`src/rtl/i7dp_pkg.sv`:
```
`timescale 1ns / 1ps
`default_nettype none

package i7dp_pkg;

    // Element and count widths of one request.
    localparam int ELEM_W  = 7;
    localparam int COUNT_W = 4;

    // Score and accumulator widths.
    localparam int SCORE_W = 31;
    localparam int ACC_W   = SCORE_W + 1;
    localparam int OUT_W   = ((SCORE_W + 7) / 8) * 8;

    localparam logic [SCORE_W-1:0] SCORE_MAX = {SCORE_W{1'b1}};

    typedef logic [SCORE_W-1:0] score_t;
    typedef logic [COUNT_W-1:0] count_t;

    // Control handed from the input register to the accumulator.
    typedef struct packed {
        logic valid;
        logic last;
    } acc_ctl_t;

endpackage

`default_nettype wire

```
`src/rtl/int7_dot_product.sv`:
```
// Channel  Direction  Handshake          Payload
// s_       in         tvalid / tready    tdata: doc, query, lane count; tlast: end of pair
// m_       out        tvalid / tready    tdata: score
//
// One request per cycle is accepted while no closing request waits; every request passes
// an input register, then the lane multipliers and the accumulator sum it combinationally.
// The score of a pair passes the input register and then the result register to m_.
// aresetn clears the running sum and both valid flags.
// A stalled result holds closing requests back, and all requests behind them.
`timescale 1ns / 1ps
`default_nettype none

module int7_dot_product #(
    parameter int LANES = 8
) (
    input  wire logic                                 aclk,
    input  wire logic                                 aresetn,
    // s_tdata fields, low bits first: doc_elems, query_elems, lane_count, zero fill
    input  wire logic [((2*LANES*i7dp_pkg::ELEM_W+i7dp_pkg::COUNT_W+7)/8)*8-1:0] s_tdata,
    input  wire logic                                 s_tlast,
    input  wire logic                                 s_tvalid,
    output logic                                      s_tready,
    // m_tdata fields, low bits first: score, zero fill
    output logic      [i7dp_pkg::OUT_W-1:0]           m_tdata,
    output logic                                      m_tvalid,
    input  wire logic                                 m_tready
);
    import i7dp_pkg::*;

    localparam int ELEMS_W = LANES * ELEM_W;
    localparam int PSUM_W  = 2 * ELEM_W + $clog2(LANES + 1);

    logic [ELEMS_W-1:0] doc_reg, doc_next;
    logic [ELEMS_W-1:0] query_reg, query_next;
    count_t             count_reg, count_next;
    logic               last_reg, last_next;
    logic               valid_reg, valid_next;

    acc_ctl_t           ctl;
    logic [PSUM_W-1:0]  psum;
    logic               take;
    score_t             score;

    // Input register: refills whenever it is empty or its request moves on.
    assign s_tready = !valid_reg || take;

    always_comb begin
        valid_next = valid_reg;
        doc_next   = doc_reg;
        query_next = query_reg;
        count_next = count_reg;
        last_next  = last_reg;
        if (s_tready) begin
            valid_next = s_tvalid;
            doc_next   = s_tdata[ELEMS_W-1:0];
            query_next = s_tdata[2*ELEMS_W-1:ELEMS_W];
            count_next = s_tdata[2*ELEMS_W +: COUNT_W];
            last_next  = s_tlast;
        end
    end

    always_ff @(posedge aclk) begin
        if (!aresetn) begin
            valid_reg <= 1'b0;
        end else begin
            valid_reg <= valid_next;
        end
    end

    always_ff @(posedge aclk) begin
        doc_reg   <= doc_next;
        query_reg <= query_next;
        count_reg <= count_next;
        last_reg  <= last_next;
    end

    // Lane products summed under the lane count.
    i7dp_lanes #(
        .LANES  (LANES),
        .PSUM_W (PSUM_W)
    ) u_lanes (
        .doc   (doc_reg),
        .query (query_reg),
        .count (count_reg),
        .psum  (psum)
    );

    assign ctl.valid = valid_reg;
    assign ctl.last  = last_reg;

    // Running sum and result register.
    i7dp_accum #(
        .PSUM_W (PSUM_W)
    ) u_accum (
        .aclk        (aclk),
        .aresetn     (aresetn),
        .ctl         (ctl),
        .psum        (psum),
        .take        (take),
        .score       (score),
        .score_valid (m_tvalid),
        .score_ready (m_tready)
    );

    assign m_tdata = OUT_W'(score);

endmodule

`default_nettype wire

```
`src/rtl/i7dp_lanes.sv`:
```
`timescale 1ns / 1ps
`default_nettype none

module i7dp_lanes #(
    parameter int LANES  = 8,
    parameter int PSUM_W = 18
) (
    input  wire logic [LANES*i7dp_pkg::ELEM_W-1:0] doc,
    input  wire logic [LANES*i7dp_pkg::ELEM_W-1:0] query,
    input  wire i7dp_pkg::count_t                  count,
    output logic      [PSUM_W-1:0]                 psum
);
    import i7dp_pkg::*;

    localparam int PROD_W = 2 * ELEM_W;

    logic [PROD_W-1:0] prod [LANES];

    // One small multiplier per lane.
    for (genvar k = 0; k < LANES; k++) begin : g_lane
        assign prod[k] = doc[k*ELEM_W +: ELEM_W] * query[k*ELEM_W +: ELEM_W];
    end

    // Sum the lanes below the valid count; a count above LANES enables them all.
    always_comb begin
        psum = '0;
        for (int k = 0; k < LANES; k++) begin
            if (COUNT_W'(k) < count) begin
                psum = psum + PSUM_W'(prod[k]);
            end
        end
    end

endmodule

`default_nettype wire

```
`src/rtl/i7dp_accum.sv`:
```
`timescale 1ns / 1ps
`default_nettype none

module i7dp_accum #(
    parameter int PSUM_W = 18
) (
    input  wire logic                 aclk,
    input  wire logic                 aresetn,
    input  wire i7dp_pkg::acc_ctl_t   ctl,
    input  wire logic [PSUM_W-1:0]    psum,
    output logic                      take,
    output i7dp_pkg::score_t          score,
    output logic                      score_valid,
    input  wire logic                 score_ready
);
    import i7dp_pkg::*;

    score_t            running_reg, running_next;
    score_t            score_reg, score_next;
    logic              out_valid_reg, out_valid_next;
    logic [ACC_W-1:0]  sum_wide;
    score_t            sum_sat;

    // A closing request needs the result register free or draining this cycle.
    assign take = ctl.valid && (!ctl.last || !out_valid_reg || score_ready);

    // Accumulate with clamping at the largest score.
    assign sum_wide = {1'b0, running_reg} + ACC_W'(psum);
    assign sum_sat  = sum_wide[ACC_W-1] ? SCORE_MAX : sum_wide[SCORE_W-1:0];

    always_comb begin
        running_next   = running_reg;
        score_next     = score_reg;
        out_valid_next = out_valid_reg;
        if (out_valid_reg && score_ready) begin
            out_valid_next = 1'b0;
        end
        if (take) begin
            if (ctl.last) begin
                running_next   = '0;
                score_next     = sum_sat;
                out_valid_next = 1'b1;
            end else begin
                running_next = sum_sat;
            end
        end
    end

    always_ff @(posedge aclk) begin
        if (!aresetn) begin
            running_reg   <= '0;
            out_valid_reg <= 1'b0;
        end else begin
            running_reg   <= running_next;
            out_valid_reg <= out_valid_next;
        end
    end

    // The score itself needs no reset.
    always_ff @(posedge aclk) begin
        score_reg <= score_next;
    end

    assign score       = score_reg;
    assign score_valid = out_valid_reg;

endmodule

`default_nettype wire

```
`config.mk`:
```
export PLATFORM = sky130hd
export DESIGN_NAME = int7_dot_product
export DESIGN_NICKNAME = d
export VERILOG_FILES = /design/src/rtl/i7dp_pkg.sv /design/src/rtl/int7_dot_product.sv /design/src/rtl/i7dp_lanes.sv /design/src/rtl/i7dp_accum.sv
export SDC_FILE = /design/constraint.sdc
export NUM_CORES = 1
export LEC_CHECK = 0
export BUFFER_PORTS_ARGS = -buffer_cell sky130_fd_sc_hd__buf_2
export CORE_UTILIZATION = 60
export DETAILED_ROUTE_END_ITERATION = 12
export PLACE_DENSITY = 0.86
export SYNTH_ARGS = -nofsm -noshare
export SYNTH_HDL_FRONTEND = slang
export SYNTH_SLANG_ARGS = --single-unit
```
`constraint.sdc`:
```
create_clock -name aclk -period 24.7 [get_ports aclk]
set_input_delay 1.235 -clock aclk [delete_from_list [all_inputs] [get_ports aclk]]
set_output_delay 1.235 -clock aclk [all_outputs]
set_load 0.005 [all_outputs]
```
After elaboration in Yosys (flattened, before gate mapping)
Index checks and enable logic that the tools add are counted.
{"block": "totals", "ramBits": 0, "ff_bits": 181, "latchBits": 0, "memories": 0, "elab_cells": 54, "output_inout_bits": 34, "romBits": 0}
{"block": "classes", "addsub": 8, "n_lt_le_gt_ge": 8, "mux": 13, "shifts": 0, "n_reduce_logical": 9, "n_div": 0, "n_mul": 8, "n_eq_ne": 0, "n_bitwise": 0}
{"cell": "two-way mux 18 bit", "count": 7}
{"cell": "multiplier 7 x 7 -> 14 bit", "count": 8}
{"cell": "adder 18 x 14 -> 18 bit", "count": 6}
{"cell": "two-way mux 31 bit", "count": 2}
{"cell": "adder 31 x 18 -> 32 bit", "count": 1}
{"cell": "less-than comparator 3 x 4 -> 1 bit, first input constant", "count": 4}
{"cell": "adder 14 x 14 -> 15 bit", "count": 1}
{"cell": "two-way mux 14 bit", "count": 1}
{"cell": "less-than comparator 1 x 4 -> 1 bit, first input constant", "count": 2}
{"cell": "less-than comparator 2 x 4 -> 1 bit, first input constant", "count": 2}
{"cell": "zero test 1 bit", "count": 3}
{"cell": "logical OR 1 bit", "count": 3}
{"cell": "two-way mux 1 bit", "count": 3}
{"cell": "logical AND 1 bit", "count": 2}
{"cell": "AND reduction 2 bit", "count": 1}

Depth between registers and ports, before layout
Gate-level depths: netlist of the first run.
{"block": "logic_depth", "word_depth": 19, "ltp_mapped": 98, "depth_no_buf": 96}

By module
From an unflattened synthesis of the first run, not the netlist that was laid out.
{"block": "hier_totals", "cells_unflattened": 2682, "area_unflattened_um2": 25047.8}
{"mod": "i7dp_lanes", "instances": 1, "area_each_um2": 17847.1, "cells_each": 2182}
{"mod": "i7dp_accum", "instances": 1, "area_each_um2": 3627.2, "cells_each": 377}
{"mod": "int7_dot_product", "instances": 1, "area_each_um2": 3573.4, "cells_each": 123}

Worst setup path after synthesis of the first run
No wires, ideal clock.
{"block": "synth_path", "path_kind": "reg2reg", "startpoint": "register doc_reg[5]", "endpoint": "register u_accum.score_reg[24] (netlist: u_accum.score[24]) (data pin)", "arrival_ns": 22.068, "path_slack_ns": 2.370, "period_less_slack_ns": 22.330, "stages_incl_launch_ff": 93, "setup_ns": 0.262, "path_cell_list": "edfxtp_1 > and2_1 > fa_1 > inv_1 > fa_1 > inv_1 > fa_1 > inv_1 > fa_1 > inv_1 > ha_1 > xnor2_1 > nand2_1 > fa_1 > inv_1 > fa_1 > inv_1 > fa_1 > [57 not listed] > inv_1 > fa_1 > ha_1 > and3_1 > a21oi_1 > nand2_1 > o21a_1 > nor2_1 > xnor2_1 > a221o_1 > ha_1 > nand3_1 > o311ai_1 > a21boi_0 > o21ai_2 > nand2_1 > o21ai_0 > nand2_1"}
{"block": "synth_between", "elab_chain_len": 18}
{"element": "from (decl)", "line_no": "int7_dot_product.sv:33", "rtl": "logic [ELEMS_W-1:0] doc_reg, doc_next;"}
{"element": "from (signal assigned)", "line_no": "int7_dot_product.sv:71", "rtl": "doc_reg <= doc_next;"}
{"element": "multiplier 7 x 7 -> 14 bit *", "line_no": "i7dp_lanes.sv:21", "rtl": "assign prod[k] = doc[k*ELEM_W +: ELEM_W] * query[k*ELEM_W +: ELEM_W];"}
{"element": "two-way mux 14 bit *", "line_no": "i7dp_lanes.sv:28", "rtl": "if (COUNT_W'(k) < count) begin"}
{"element": "adder 14 x 14 -> 15 bit", "line_no": "i7dp_lanes.sv:29", "rtl": "psum = psum + PSUM_W'(prod[k]);"}
{"element": "two-way mux 18 bit *", "line_no": "i7dp_lanes.sv:28"}
{"element": "adder 18 x 14 -> 18 bit", "line_no": "i7dp_lanes.sv:29"}
{"element": "two-way mux 18 bit *", "line_no": "i7dp_lanes.sv:28"}
{"element": "adder 18 x 14 -> 18 bit", "line_no": "i7dp_lanes.sv:29"}
{"element": "two-way mux 18 bit *", "line_no": "i7dp_lanes.sv:28"}
{"element": "[3 not listed]"}
{"element": "two-way mux 18 bit *", "line_no": "i7dp_lanes.sv:28"}
{"element": "adder 18 x 14 -> 18 bit", "line_no": "i7dp_lanes.sv:29"}
{"element": "two-way mux 18 bit *", "line_no": "i7dp_lanes.sv:28"}
{"element": "adder 18 x 14 -> 18 bit", "line_no": "i7dp_lanes.sv:29"}
{"element": "two-way mux 18 bit *", "line_no": "i7dp_lanes.sv:28"}
{"element": "adder 31 x 18 -> 32 bit *", "line_no": "i7dp_accum.sv:28", "rtl": "assign sum_wide = {1'b0, running_reg} + ACC_W'(psum);"}
{"element": "two-way mux 31 bit *", "line_no": "i7dp_accum.sv:29", "rtl": "assign sum_sat = sum_wide[ACC_W-1] ? SCORE_MAX : sum_wide[SCORE_W-1:0];"}
{"element": "via u_accum.sum_sat[24]", "line_no": "i7dp_accum.sv:22", "rtl": "score_t sum_sat;"}
{"element": "to (signal assigned)", "line_no": "i7dp_accum.sv:61", "rtl": "score_reg <= score_next;"}
{"element": "to (decl)", "line_no": "i7dp_accum.sv:19", "rtl": "score_t score_reg, score_next;"}
Mark *: on every way through the listed nets, which the timed path passes. The rest lies on a longest branch.
A chain may end at the register's enable or synchronous reset.

Worst setup path in the final report of the first run
{"block": "layout_path", "startpoint": "register query_reg[2]", "endpoint": "register u_accum.score_reg[26] (netlist: u_accum.score[26]) (data pin)"}
{"block": "layout_between", "elab_chain_len": 18}
{"element": "from (decl)", "line_no": "int7_dot_product.sv:34", "rtl": "logic [ELEMS_W-1:0] query_reg, query_next;"}
{"element": "from (signal assigned)", "line_no": "int7_dot_product.sv:72", "rtl": "query_reg <= query_next;"}
{"element": "multiplier 7 x 7 -> 14 bit *", "line_no": "i7dp_lanes.sv:21"}
{"element": "two-way mux 14 bit *", "line_no": "i7dp_lanes.sv:28"}
{"element": "adder 14 x 14 -> 15 bit", "line_no": "i7dp_lanes.sv:29"}
{"element": "two-way mux 18 bit *", "line_no": "i7dp_lanes.sv:28"}
{"element": "adder 18 x 14 -> 18 bit", "line_no": "i7dp_lanes.sv:29"}
{"element": "two-way mux 18 bit *", "line_no": "i7dp_lanes.sv:28"}
{"element": "adder 18 x 14 -> 18 bit", "line_no": "i7dp_lanes.sv:29"}
{"element": "two-way mux 18 bit *", "line_no": "i7dp_lanes.sv:28"}
{"element": "[3 not listed]"}
{"element": "two-way mux 18 bit *", "line_no": "i7dp_lanes.sv:28"}
{"element": "adder 18 x 14 -> 18 bit", "line_no": "i7dp_lanes.sv:29"}
{"element": "two-way mux 18 bit *", "line_no": "i7dp_lanes.sv:28"}
{"element": "adder 18 x 14 -> 18 bit", "line_no": "i7dp_lanes.sv:29"}
{"element": "two-way mux 18 bit *", "line_no": "i7dp_lanes.sv:28"}
{"element": "adder 31 x 18 -> 32 bit *", "line_no": "i7dp_accum.sv:28"}
{"element": "two-way mux 31 bit *", "line_no": "i7dp_accum.sv:29"}
{"element": "via u_accum.sum_sat[26]", "line_no": "i7dp_accum.sv:22"}
Marked as above.

==> results.md, run 1 <==
* TNS Setup at 0 ns
* Number of fill cells at 3,120
* Dpl ws at -0.000949 ns
* Register clock-pin slew on the reported worst setup and hold paths at 0.08 ns
* R2R Path Start: query_reg[2]$_DFFE_PP_
* Final period utilization at 96.7%
* Htree depth at 4
* HP Class: flip-flop to flip-flop
* Layout cells sized above 1 at 10.7%
* Total CTS buffers at 17
* Synth Instances at 2,647
* Die area at 41,900 sq um
* CTS Sinks at 181
* CP bufs+invs at 17
* Layout area overhead at 9.27%
* Reg2reg end: u_accum.score[26]$_DFFE_PP_
* Ys Warns at 0
* Vias in the first global route at 19,600
* Seq/Total Area, Yosys at 20.7%
* Slew headroom at 33.5%
* Slew at the pin closest to its max-slew limit at 0.998 ns
* Final setup margin at 0.809 ns
* WHS Path Cells at 1
* Placed cells at 3,304
* DRC violations left at 0
* Slew Limit Fails at 0
* # IOs at 159
* Worst path depth at 90
* Crit Path Class: flip-flop to flip-flop
* Final hold viol count at 0
* Non-Filler Instances at 3,356
* Top cells by count, synth: 484 x inv_1, 322 x ha_1, 297 x nand2_1
* Grt total ovfl at 0
* Layout Nets at 3,535
* Cell Rows at 73
* Hold endpoint: u_accum.running_reg[10]$_SDFFE_PN0P_
* Critical path's most frequent cell: fa_1
* Yosys cell types at 82
* DRT antenna net count at 0
* Total track usage at 28.6%
* Setup-failing EPs final at 0
* Via count at 19,300
* Count leader, synth: inv_1
* Input/output buffers at 153
* Hold path startpoint: u_accum.running_reg[10]$_SDFFE_PN0P_
* Max_cap viols at 0
* Clk_lat worst skew at 0.52 ns
* Placer Congestion at 0.940
* Root buf cell: clkbuf_16
* TritonCTS clock tree: built
* Worst Reg-to-Reg Cells at 90
* Syn Std Cell Area at 24,700 sq um
* Iter 0 DRT Violations at 1,254
* Vias per Instance at 5.75
* Data required, critical path at 24.97 ns
* Cell taking the most area after synthesis: fa_1
* Outcome: completed
* Chip height at 205 microns
* Crit path max-delay family: adder cells
* Primary FF master, synth: edfxtp_1
* Initial Util at 61.4%
* Worst Setup Start Kind: flip-flop
* Drt first pass iters at 5
* Arr. time, crit path at 24.16 ns
* Syn avg cell area at 9.32 sq um
* Final Critical Period at 23.89 ns
* Initial antenna violation count at 1
* Post-synth top area share at 22.1%
* Post-synth EDFFs at 148
* Crit-path max FO at 7
* Peak Freq at 0.0419 GHz
* Top post-synthesis cells by area: fa_1 22%, edfxtp_1 18%, ha_1 16%
* CP max stage delay at 0.58 ns
* Detailed-route wire length at 57,700 microns
* Slowest cell on the critical path: fa_1
* Seq cells post-synth at 181
* Clock Skews at 0.0183 ns
* Syn_nets at 3,367
* DP HPWL at 47,000 microns
* Clk buf depth at 2
* Wire length per cell at 17.2 microns
* Final Core Density at 67.1%
* Die width at 205 microns
* Core area at 40,200 sq um
* Critical Path Sink Type: flip-flop
* First-pass GRT wire length at 94,300 microns
* Ys async rst share at 0%
* Reg-to-reg slack, setup at 0.81 ns
* Largest net degree at the start of global routing at 61
[cells by family after synthesis]
family / share of synthesized area (%)
xor gates and xnor gates: 3.69
AOI/OAI and AO/OA: 12.5
DFF: 20.7
other: 0.0152
muxes: 1.22
buffers and inverters: 8.08
and+or+nand+nor: 15.3
adders and majority gates: 38.5
[how the worst max path moves through the flow]
stage                                        to  slack (ns)                    from
CTS                 u_accum.score[22]$_DFFE_PP_        0.06    doc_reg[4]$_DFFE_PP_
global placement    u_accum.score[22]$_DFFE_PP_        0.62    doc_reg[4]$_DFFE_PP_
floorplan           u_accum.score[24]$_DFFE_PP_        2.37    doc_reg[5]$_DFFE_PP_
global route        u_accum.score[26]$_DFFE_PP_       -0.18    doc_reg[4]$_DFFE_PP_
finish              u_accum.score[26]$_DFFE_PP_        0.81  query_reg[2]$_DFFE_PP_
detailed placement  u_accum.score[22]$_DFFE_PP_     -0.0009    doc_reg[4]$_DFFE_PP_
[layer usage]
layer	up-vias	track usage, %	wire, microns	share of wire (%)
met5	-	0	0	0
met4	0	13.5	2070	3.6
met1	9421	36.1	23900	41
met2	663	48.7	28700	50
li1	9097	-	-	-
met3	112	3.47	3080	5.3
[cell usage in the layout (no fill, tap or decap), types with 16 or more instances in the layout]
master	count
inv_1	484
dfxtp_1	33
xnor2_1	60
and3_1	16
and2_1	242
nor3_1	28
nand2_1	297
buf_2	153
clkbuf_16	17
edfxtp_1	148
nand3_1	27
o21a_1	29
o21bai_1	17
a211oi_1	19
ha_1	320
fa_1	273
xor2_1	42
mux2_2	20
nor2_1	87
a31oi_1	17
o21ai_0	73
o21ai_1	22
a21o_1	44
a21oi_1	86
a22o_1	25
buf_4	34
[stage by stage]
step                      hold slack, ns  area [sq um]
after floorplan                    0.456         24700
after global placement             0.470         26100
after detailed placement           0.474         26100
after CTS                          0.495         26700
after global routing               0.513         27000
final                              0.487         27000
[cell type report]
| type | instances | area [sq um] | area share [%] |
|---|---|---|---|
| multi-input cells | 1944 | 17700 | 65.7 |
| flip-flops and latches | 181 | 5100 | 18.9 |
| inverters | 484 | 1820 | 6.74 |
| repair buffers | 187 | 1020 | 3.79 |
| well taps | 525 | 657 | 2.44 |
| clock buffers | 17 | 425 | 1.58 |
| clock inverters | 15 | 208 | 0.770 |
| diodes | 3 | 7.51 | 0.0278 |
[repair_timing]
action                                  in CTS  in global routing
hold endpoints to repair                     0                  0
endpoints found under the setup margin      14                 62
pin swaps                                    0                  9
gates resized for setup                      1                 32
buffers inserted                             0                 17
hold buffers                                 0                  0
[worst reg2reg max path, delay by kind of cell (launching register included)]
kind            cells  cell delay, ns
simple gates       13            1.79
buf+inv            17            1.12
compound gates     20            3.64
xor+xnor            5            0.90
mux                 1            0.30
fa+ha+maj          34           15.43
flops               1            0.50
Power of run 1 is left out: the tool's default activity adds up to more than one toggle a clock period on the data nets, which glitch-free logic cannot reach.
==> run 2, diff against run 1 <==
CORE_MARGIN = 2   (was unset)
==> results.md, run 2 (same netlist as run 1, synthesis figures left out) <==
* DRC violations left at 0
* Total CTS buffers at 17
* HP Class: flip-flop to flip-flop
* Final period utilization at 96.7%
* Critical Path Sink Type: flip-flop
* Slew at the pin closest to its max-slew limit at 0.965 ns
* Placer Congestion at 0.915
* Clk_lat worst skew at 0.51 ns
* Critical path's most frequent cell: fa_1
* Design area at 27,000 sq um
* Iter 0 DRT Violations at 1,348
* Cell Rows at 74
* Htree depth at 4
* Chip height at 207 microns
* TNS Setup at 0 ns
* Drt first pass iters at 7
* Data required, critical path at 24.99 ns
* Clock Skews at 0.0207 ns
* Input/output buffers at 153
* Crit-path max FO at 8
* Arr. time, crit path at 24.17 ns
* Crit Path Class: flip-flop to flip-flop
* DRT antenna net count at 0
* Detailed-route wire length at 58,500 microns
* Final Critical Period at 23.88 ns
* Register clock-pin slew on the reported worst setup and hold paths at 0.09 ns
* Final hold viol count at 0
* Slowest cell on the critical path: fa_1
* Commonest non-fill, non-tap cell in the layout: inv_1
* First-pass GRT wire length at 95,400 microns
* Grt total ovfl at 0
* TritonCTS clock tree: built
* Max_cap viols at 0
* Largest net degree at the start of global routing at 63
* Outcome: completed
* Die width at 207 microns
* Setup-failing EPs final at 0
* Layout area overhead at 9.31%
* Initial antenna violation count at 2
* Placed Area at 26,100 sq um
* Worst Setup Start Kind: flip-flop
* Root buf cell: clkbuf_16
* Via count at 19,300
* Total track usage at 28.3%
* Core area at 40,700 sq um
* Initial Util at 60.6%
* Final Core Density at 66.2%
* Peak Freq at 0.0419 GHz
* Clk buf depth at 2
* Die area at 42,800 sq um
* Layout cells sized above 1 at 10.6%
* CP max stage delay at 0.57 ns
* Commonest cells after routing, fill and taps aside: 484 x inv_1, 319 x ha_1, 297 x nand2_1
* CTS Sinks at 181
* Slew Limit Fails at 0
* # IOs at 159
* Slew headroom at 35.6%
* Wire length per cell at 17.4 microns
* Layout Nets at 3,535
* DP HPWL at 47,100 microns
* Vias per Instance at 5.74
* Vias in the first global route at 19,900
==> run 2: changes by cell type in the layout (fill, tap and decap cells not counted), moves of 2 or more <==
cell | previous run | this run
inv_12 | 1 | 5
o21ai_1 | 22 | 20
clkinv_8 | 6 | 4
a31oi_2 | 4 | 2
a31oi_1 | 17 | 19
==> run 2: through the flow <==
step	hold slack (ns)	cells	setup slack (ns)
detailed placement	0.472	3310	0.170
global placement	0.471	3310	0.588
floorplan	0.456	2647	2.37
global route	0.528	3362	-0.196
finish	0.490	3362	0.823
CTS	0.498	3342	0.0139
==> run 2: final timing paths <==
check	start	to	slack, ns	cells past startpoint
max	doc_reg[5]$_DFFE_PP_	u_accum.score[28]$_DFFE_PP_	0.82	92
min	u_accum.running_reg[10]$_SDFFE_PN0P_	u_accum.running_reg[10]$_SDFFE_PN0P_	0.49	1
max reg2reg	doc_reg[5]$_DFFE_PP_	u_accum.score[28]$_DFFE_PP_	0.82	92
min reg2reg	u_accum.running_reg[10]$_SDFFE_PN0P_	u_accum.running_reg[10]$_SDFFE_PN0P_	0.49	1
==> run 2: timing repair <==
| item | in CTS | in global routing |
|---|---|---|
| endpoints found under the setup margin | 0 | 62 |
| buffers inserted | 0 | 18 |
| hold buffers | 0 | 0 |
| gates resized for setup | 0 | 31 |
==> run 2: routing by layer <==
layer	routed length (microns)	global-route usage (%)
met5	0	0
met4	2040	12.3
met3	3030	3.70
met2	29300	49.3
met1	24100	35.3
==> run 2: critical path: cells and delay by family (launching register included) <==
kind / cells / cell delay, ns
adder cells (fa/ha/maj): 34 / 15.30
AO/OA/AOI/OAI: 18 / 3.64
AND/OR/NAND/NOR: 16 / 2.22
buffers and inverters: 18 / 1.04
XOR/XNOR: 6 / 0.93
flip-flops: 1 / 0.52
==> run 2: final cells by class <==
class / instances / area (sq um)
diodes: 2 / 5.00
repair buffers: 187 / 1020
well taps: 532 / 666
inverters: 484 / 1820
fillers: 3196 / 13800
multi-input cells: 1944 / 17700
clock buffers: 17 / 425
clock inverters: 15 / 206
flip-flops and latches: 181 / 5100
Power of run 2 is left out for the same reason.
==> run 3, diff against run 2 <==
PLACE_DENSITY = 0.79   (was 0.86)
==> results.md, run 3 (same netlist as run 1, synthesis figures left out) <==
* Outcome: completed
* Critical Path Sink Type: flip-flop
* Peak Freq at 0.0421 GHz
* Grt met1 use at 35.1%
* DRC violations left at 0
* Die area at 42,800 sq um
* Drt first pass iters at 5
* Reg-to-reg slack, setup at 0.96 ns
* Slew at the pin closest to its max-slew limit at 1.01 ns
* Root buf cell: clkbuf_16
* Slew Limit Fails at 0
* GR Util met2 at 49.4%
* Arr. time, crit path at 24.01 ns
* Placer Congestion at 0.890
* Max_cap viols at 0
* Final Critical Period at 23.74 ns
* Setup-failing EPs final at 0
* Chip height at 207 microns
* Total track usage at 28.1%
* CP max stage delay at 0.56 ns
* R2R Path Start: doc_reg[2]$_DFFE_PP_
* Crit Path Class: flip-flop to flip-flop
* Iter 0 DRT Violations at 987
* Core area at 40,700 sq um
* Clk buf depth at 2
* Final setup margin at 0.957 ns
* Storage cell area at 5100 sq um
* Total CTS buffers at 17
* Clock Skews at 0.0120 ns
* Via count at 19,100
* Initial antenna violation count at 1
* Met3 usage at 3.61%
* Worst Setup Start Kind: flip-flop
* DRT antenna net count at 0
* WHS Path Cells at 1
* Layout cells sized above 1 at 10.7%
* Final period utilization at 96.1%
* Critical path's most frequent cell: fa_1
* Die width at 207 microns
* Initial Util at 60.6%
* Dpl ws at 0.294 ns
* Number of fill cells at 3,260
* Register clock-pin slew on the reported worst setup and hold paths at 0.08 ns
* # hold bufs at CTS at 0
* Grt peak-use layer: met2
* Clk_lat worst skew at 0.51 ns
* Area of the multi-input gates at 17,700 sq um
* Detailed-route wire length at 57,400 microns
* Grt total ovfl at 0
* Wire length per cell at 17.1 microns
* # IOs at 159
* Crit-path max FO at 6
* Vias per Instance at 5.69
* Slew headroom at 33.0%
* Layout Nets at 3,531
* Layout area overhead at 9.28%
* Final hold viol count at 0
* First-pass GRT wire length at 95,100 microns
* DP HPWL at 46,900 microns
* Cell Rows at 74
* Data required, critical path at 24.96 ns
* Input/output buffers at 153
* TritonCTS clock tree: built
* Commonest cells after routing, fill and taps aside: 484 x inv_1, 319 x ha_1, 297 x nand2_1
* Worst Reg-to-Reg Cells at 90
* Hold endpoint: u_accum.running_reg[17]$_SDFFE_PN0P_
* Min Hold Slack at 0.497 ns
* CTS Sinks at 181
* Htree depth at 4
* Hold path startpoint: u_accum.running_reg[17]$_SDFFE_PN0P_
* TNS Setup at 0 ns
* HP Class: flip-flop to flip-flop
* Reg2reg end: u_accum.score[26]$_DFFE_PP_
* Vias in the first global route at 19,900
* Largest net degree at the start of global routing at 66
* Commonest non-fill, non-tap cell in the layout: inv_1
* Slowest cell on the critical path: fa_1
==> run 3: cell count changes in the layout (fill, tap and decap cells not counted), moves of 2 or more <==
| cell | delta |
|---|---|
| o21ai_0 | +5 |
| buf_4 | -4 |
| a31oi_1 | -2 |
| a31oi_2 | +2 |
| o21ai_1 | -5 |
==> run 3: metrics by stage <==
step / area, sq um / instances / util [%]
final: 27000 / 3357 / 66.2
after global routing: 27000 / 3357 / 66.2
after CTS: 26700 / 3344 / 65.6
after detailed placement: 26100 / 3312 / 64.0
after global placement: 26100 / 3312 / 64.0
after floorplan: 24700 / 2647 / -
==> run 3: worst max-delay path, delay by kind of cell (launching register included) <==
family / cells / cell delay [ns]
adders and majority gates: 34 / 15.24
xor gates and xnor gates: 5 / 0.90
AOI/OAI and AO/OA: 21 / 3.71
and+or+nand+nor: 13 / 1.75
DFF: 1 / 0.50
buffers and inverters: 16 / 1.06
muxes: 1 / 0.31
==> run 3: cell type report <==
| type | count | share of cell area (%) |
|---|---|---|
| repair buffers | 183 | 3.69 |
| diodes | 1 | 0.00928 |
| clock inverters | 15 | 0.784 |
| well taps | 532 | 2.47 |
| flip-flops and latches | 181 | 18.9 |
| inverters | 484 | 6.74 |
| multi-input cells | 1944 | 65.8 |
| clock buffers | 17 | 1.58 |
==> run 3: per-layer routing <==
metal	routed length, microns	share of wire [%]
met1	23900	42
met2	29100	51
met3	2490	4.3
met4	1860	3.2
met5	0	0
==> run 3: how the worst max path moves through the flow <==
stage / startpoint / endpoint / slack (ns)
3_5_place_dp: doc_reg[5]$_DFFE_PP_ / u_accum.score[26]$_DFFE_PP_ / 0.29
6_report: doc_reg[2]$_DFFE_PP_ / u_accum.score[26]$_DFFE_PP_ / 0.96
3_3_place_gp: doc_reg[4]$_DFFE_PP_ / u_accum.running_reg[2]$_SDFFE_PN0P_ / 0.74
4_1_cts: doc_reg[5]$_DFFE_PP_ / u_accum.score[26]$_DFFE_PP_ / 0.20
2_1_floorplan: doc_reg[5]$_DFFE_PP_ / u_accum.score[24]$_DFFE_PP_ / 2.37
5_1_grt: doc_reg[3]$_DFFE_PP_ / u_accum.running_reg[18]$_SDFFE_PN0P_ / -0.12
==> run 3: repair_timing <==
action / 4_1_cts / 5_1_grt
buffers inserted: 0 / 12
hold endpoints to repair: 0 / 0
gates resized for setup: 0 / 33
setup endpoints to repair: 0 / 62
Power of run 3 is left out for the same reason.
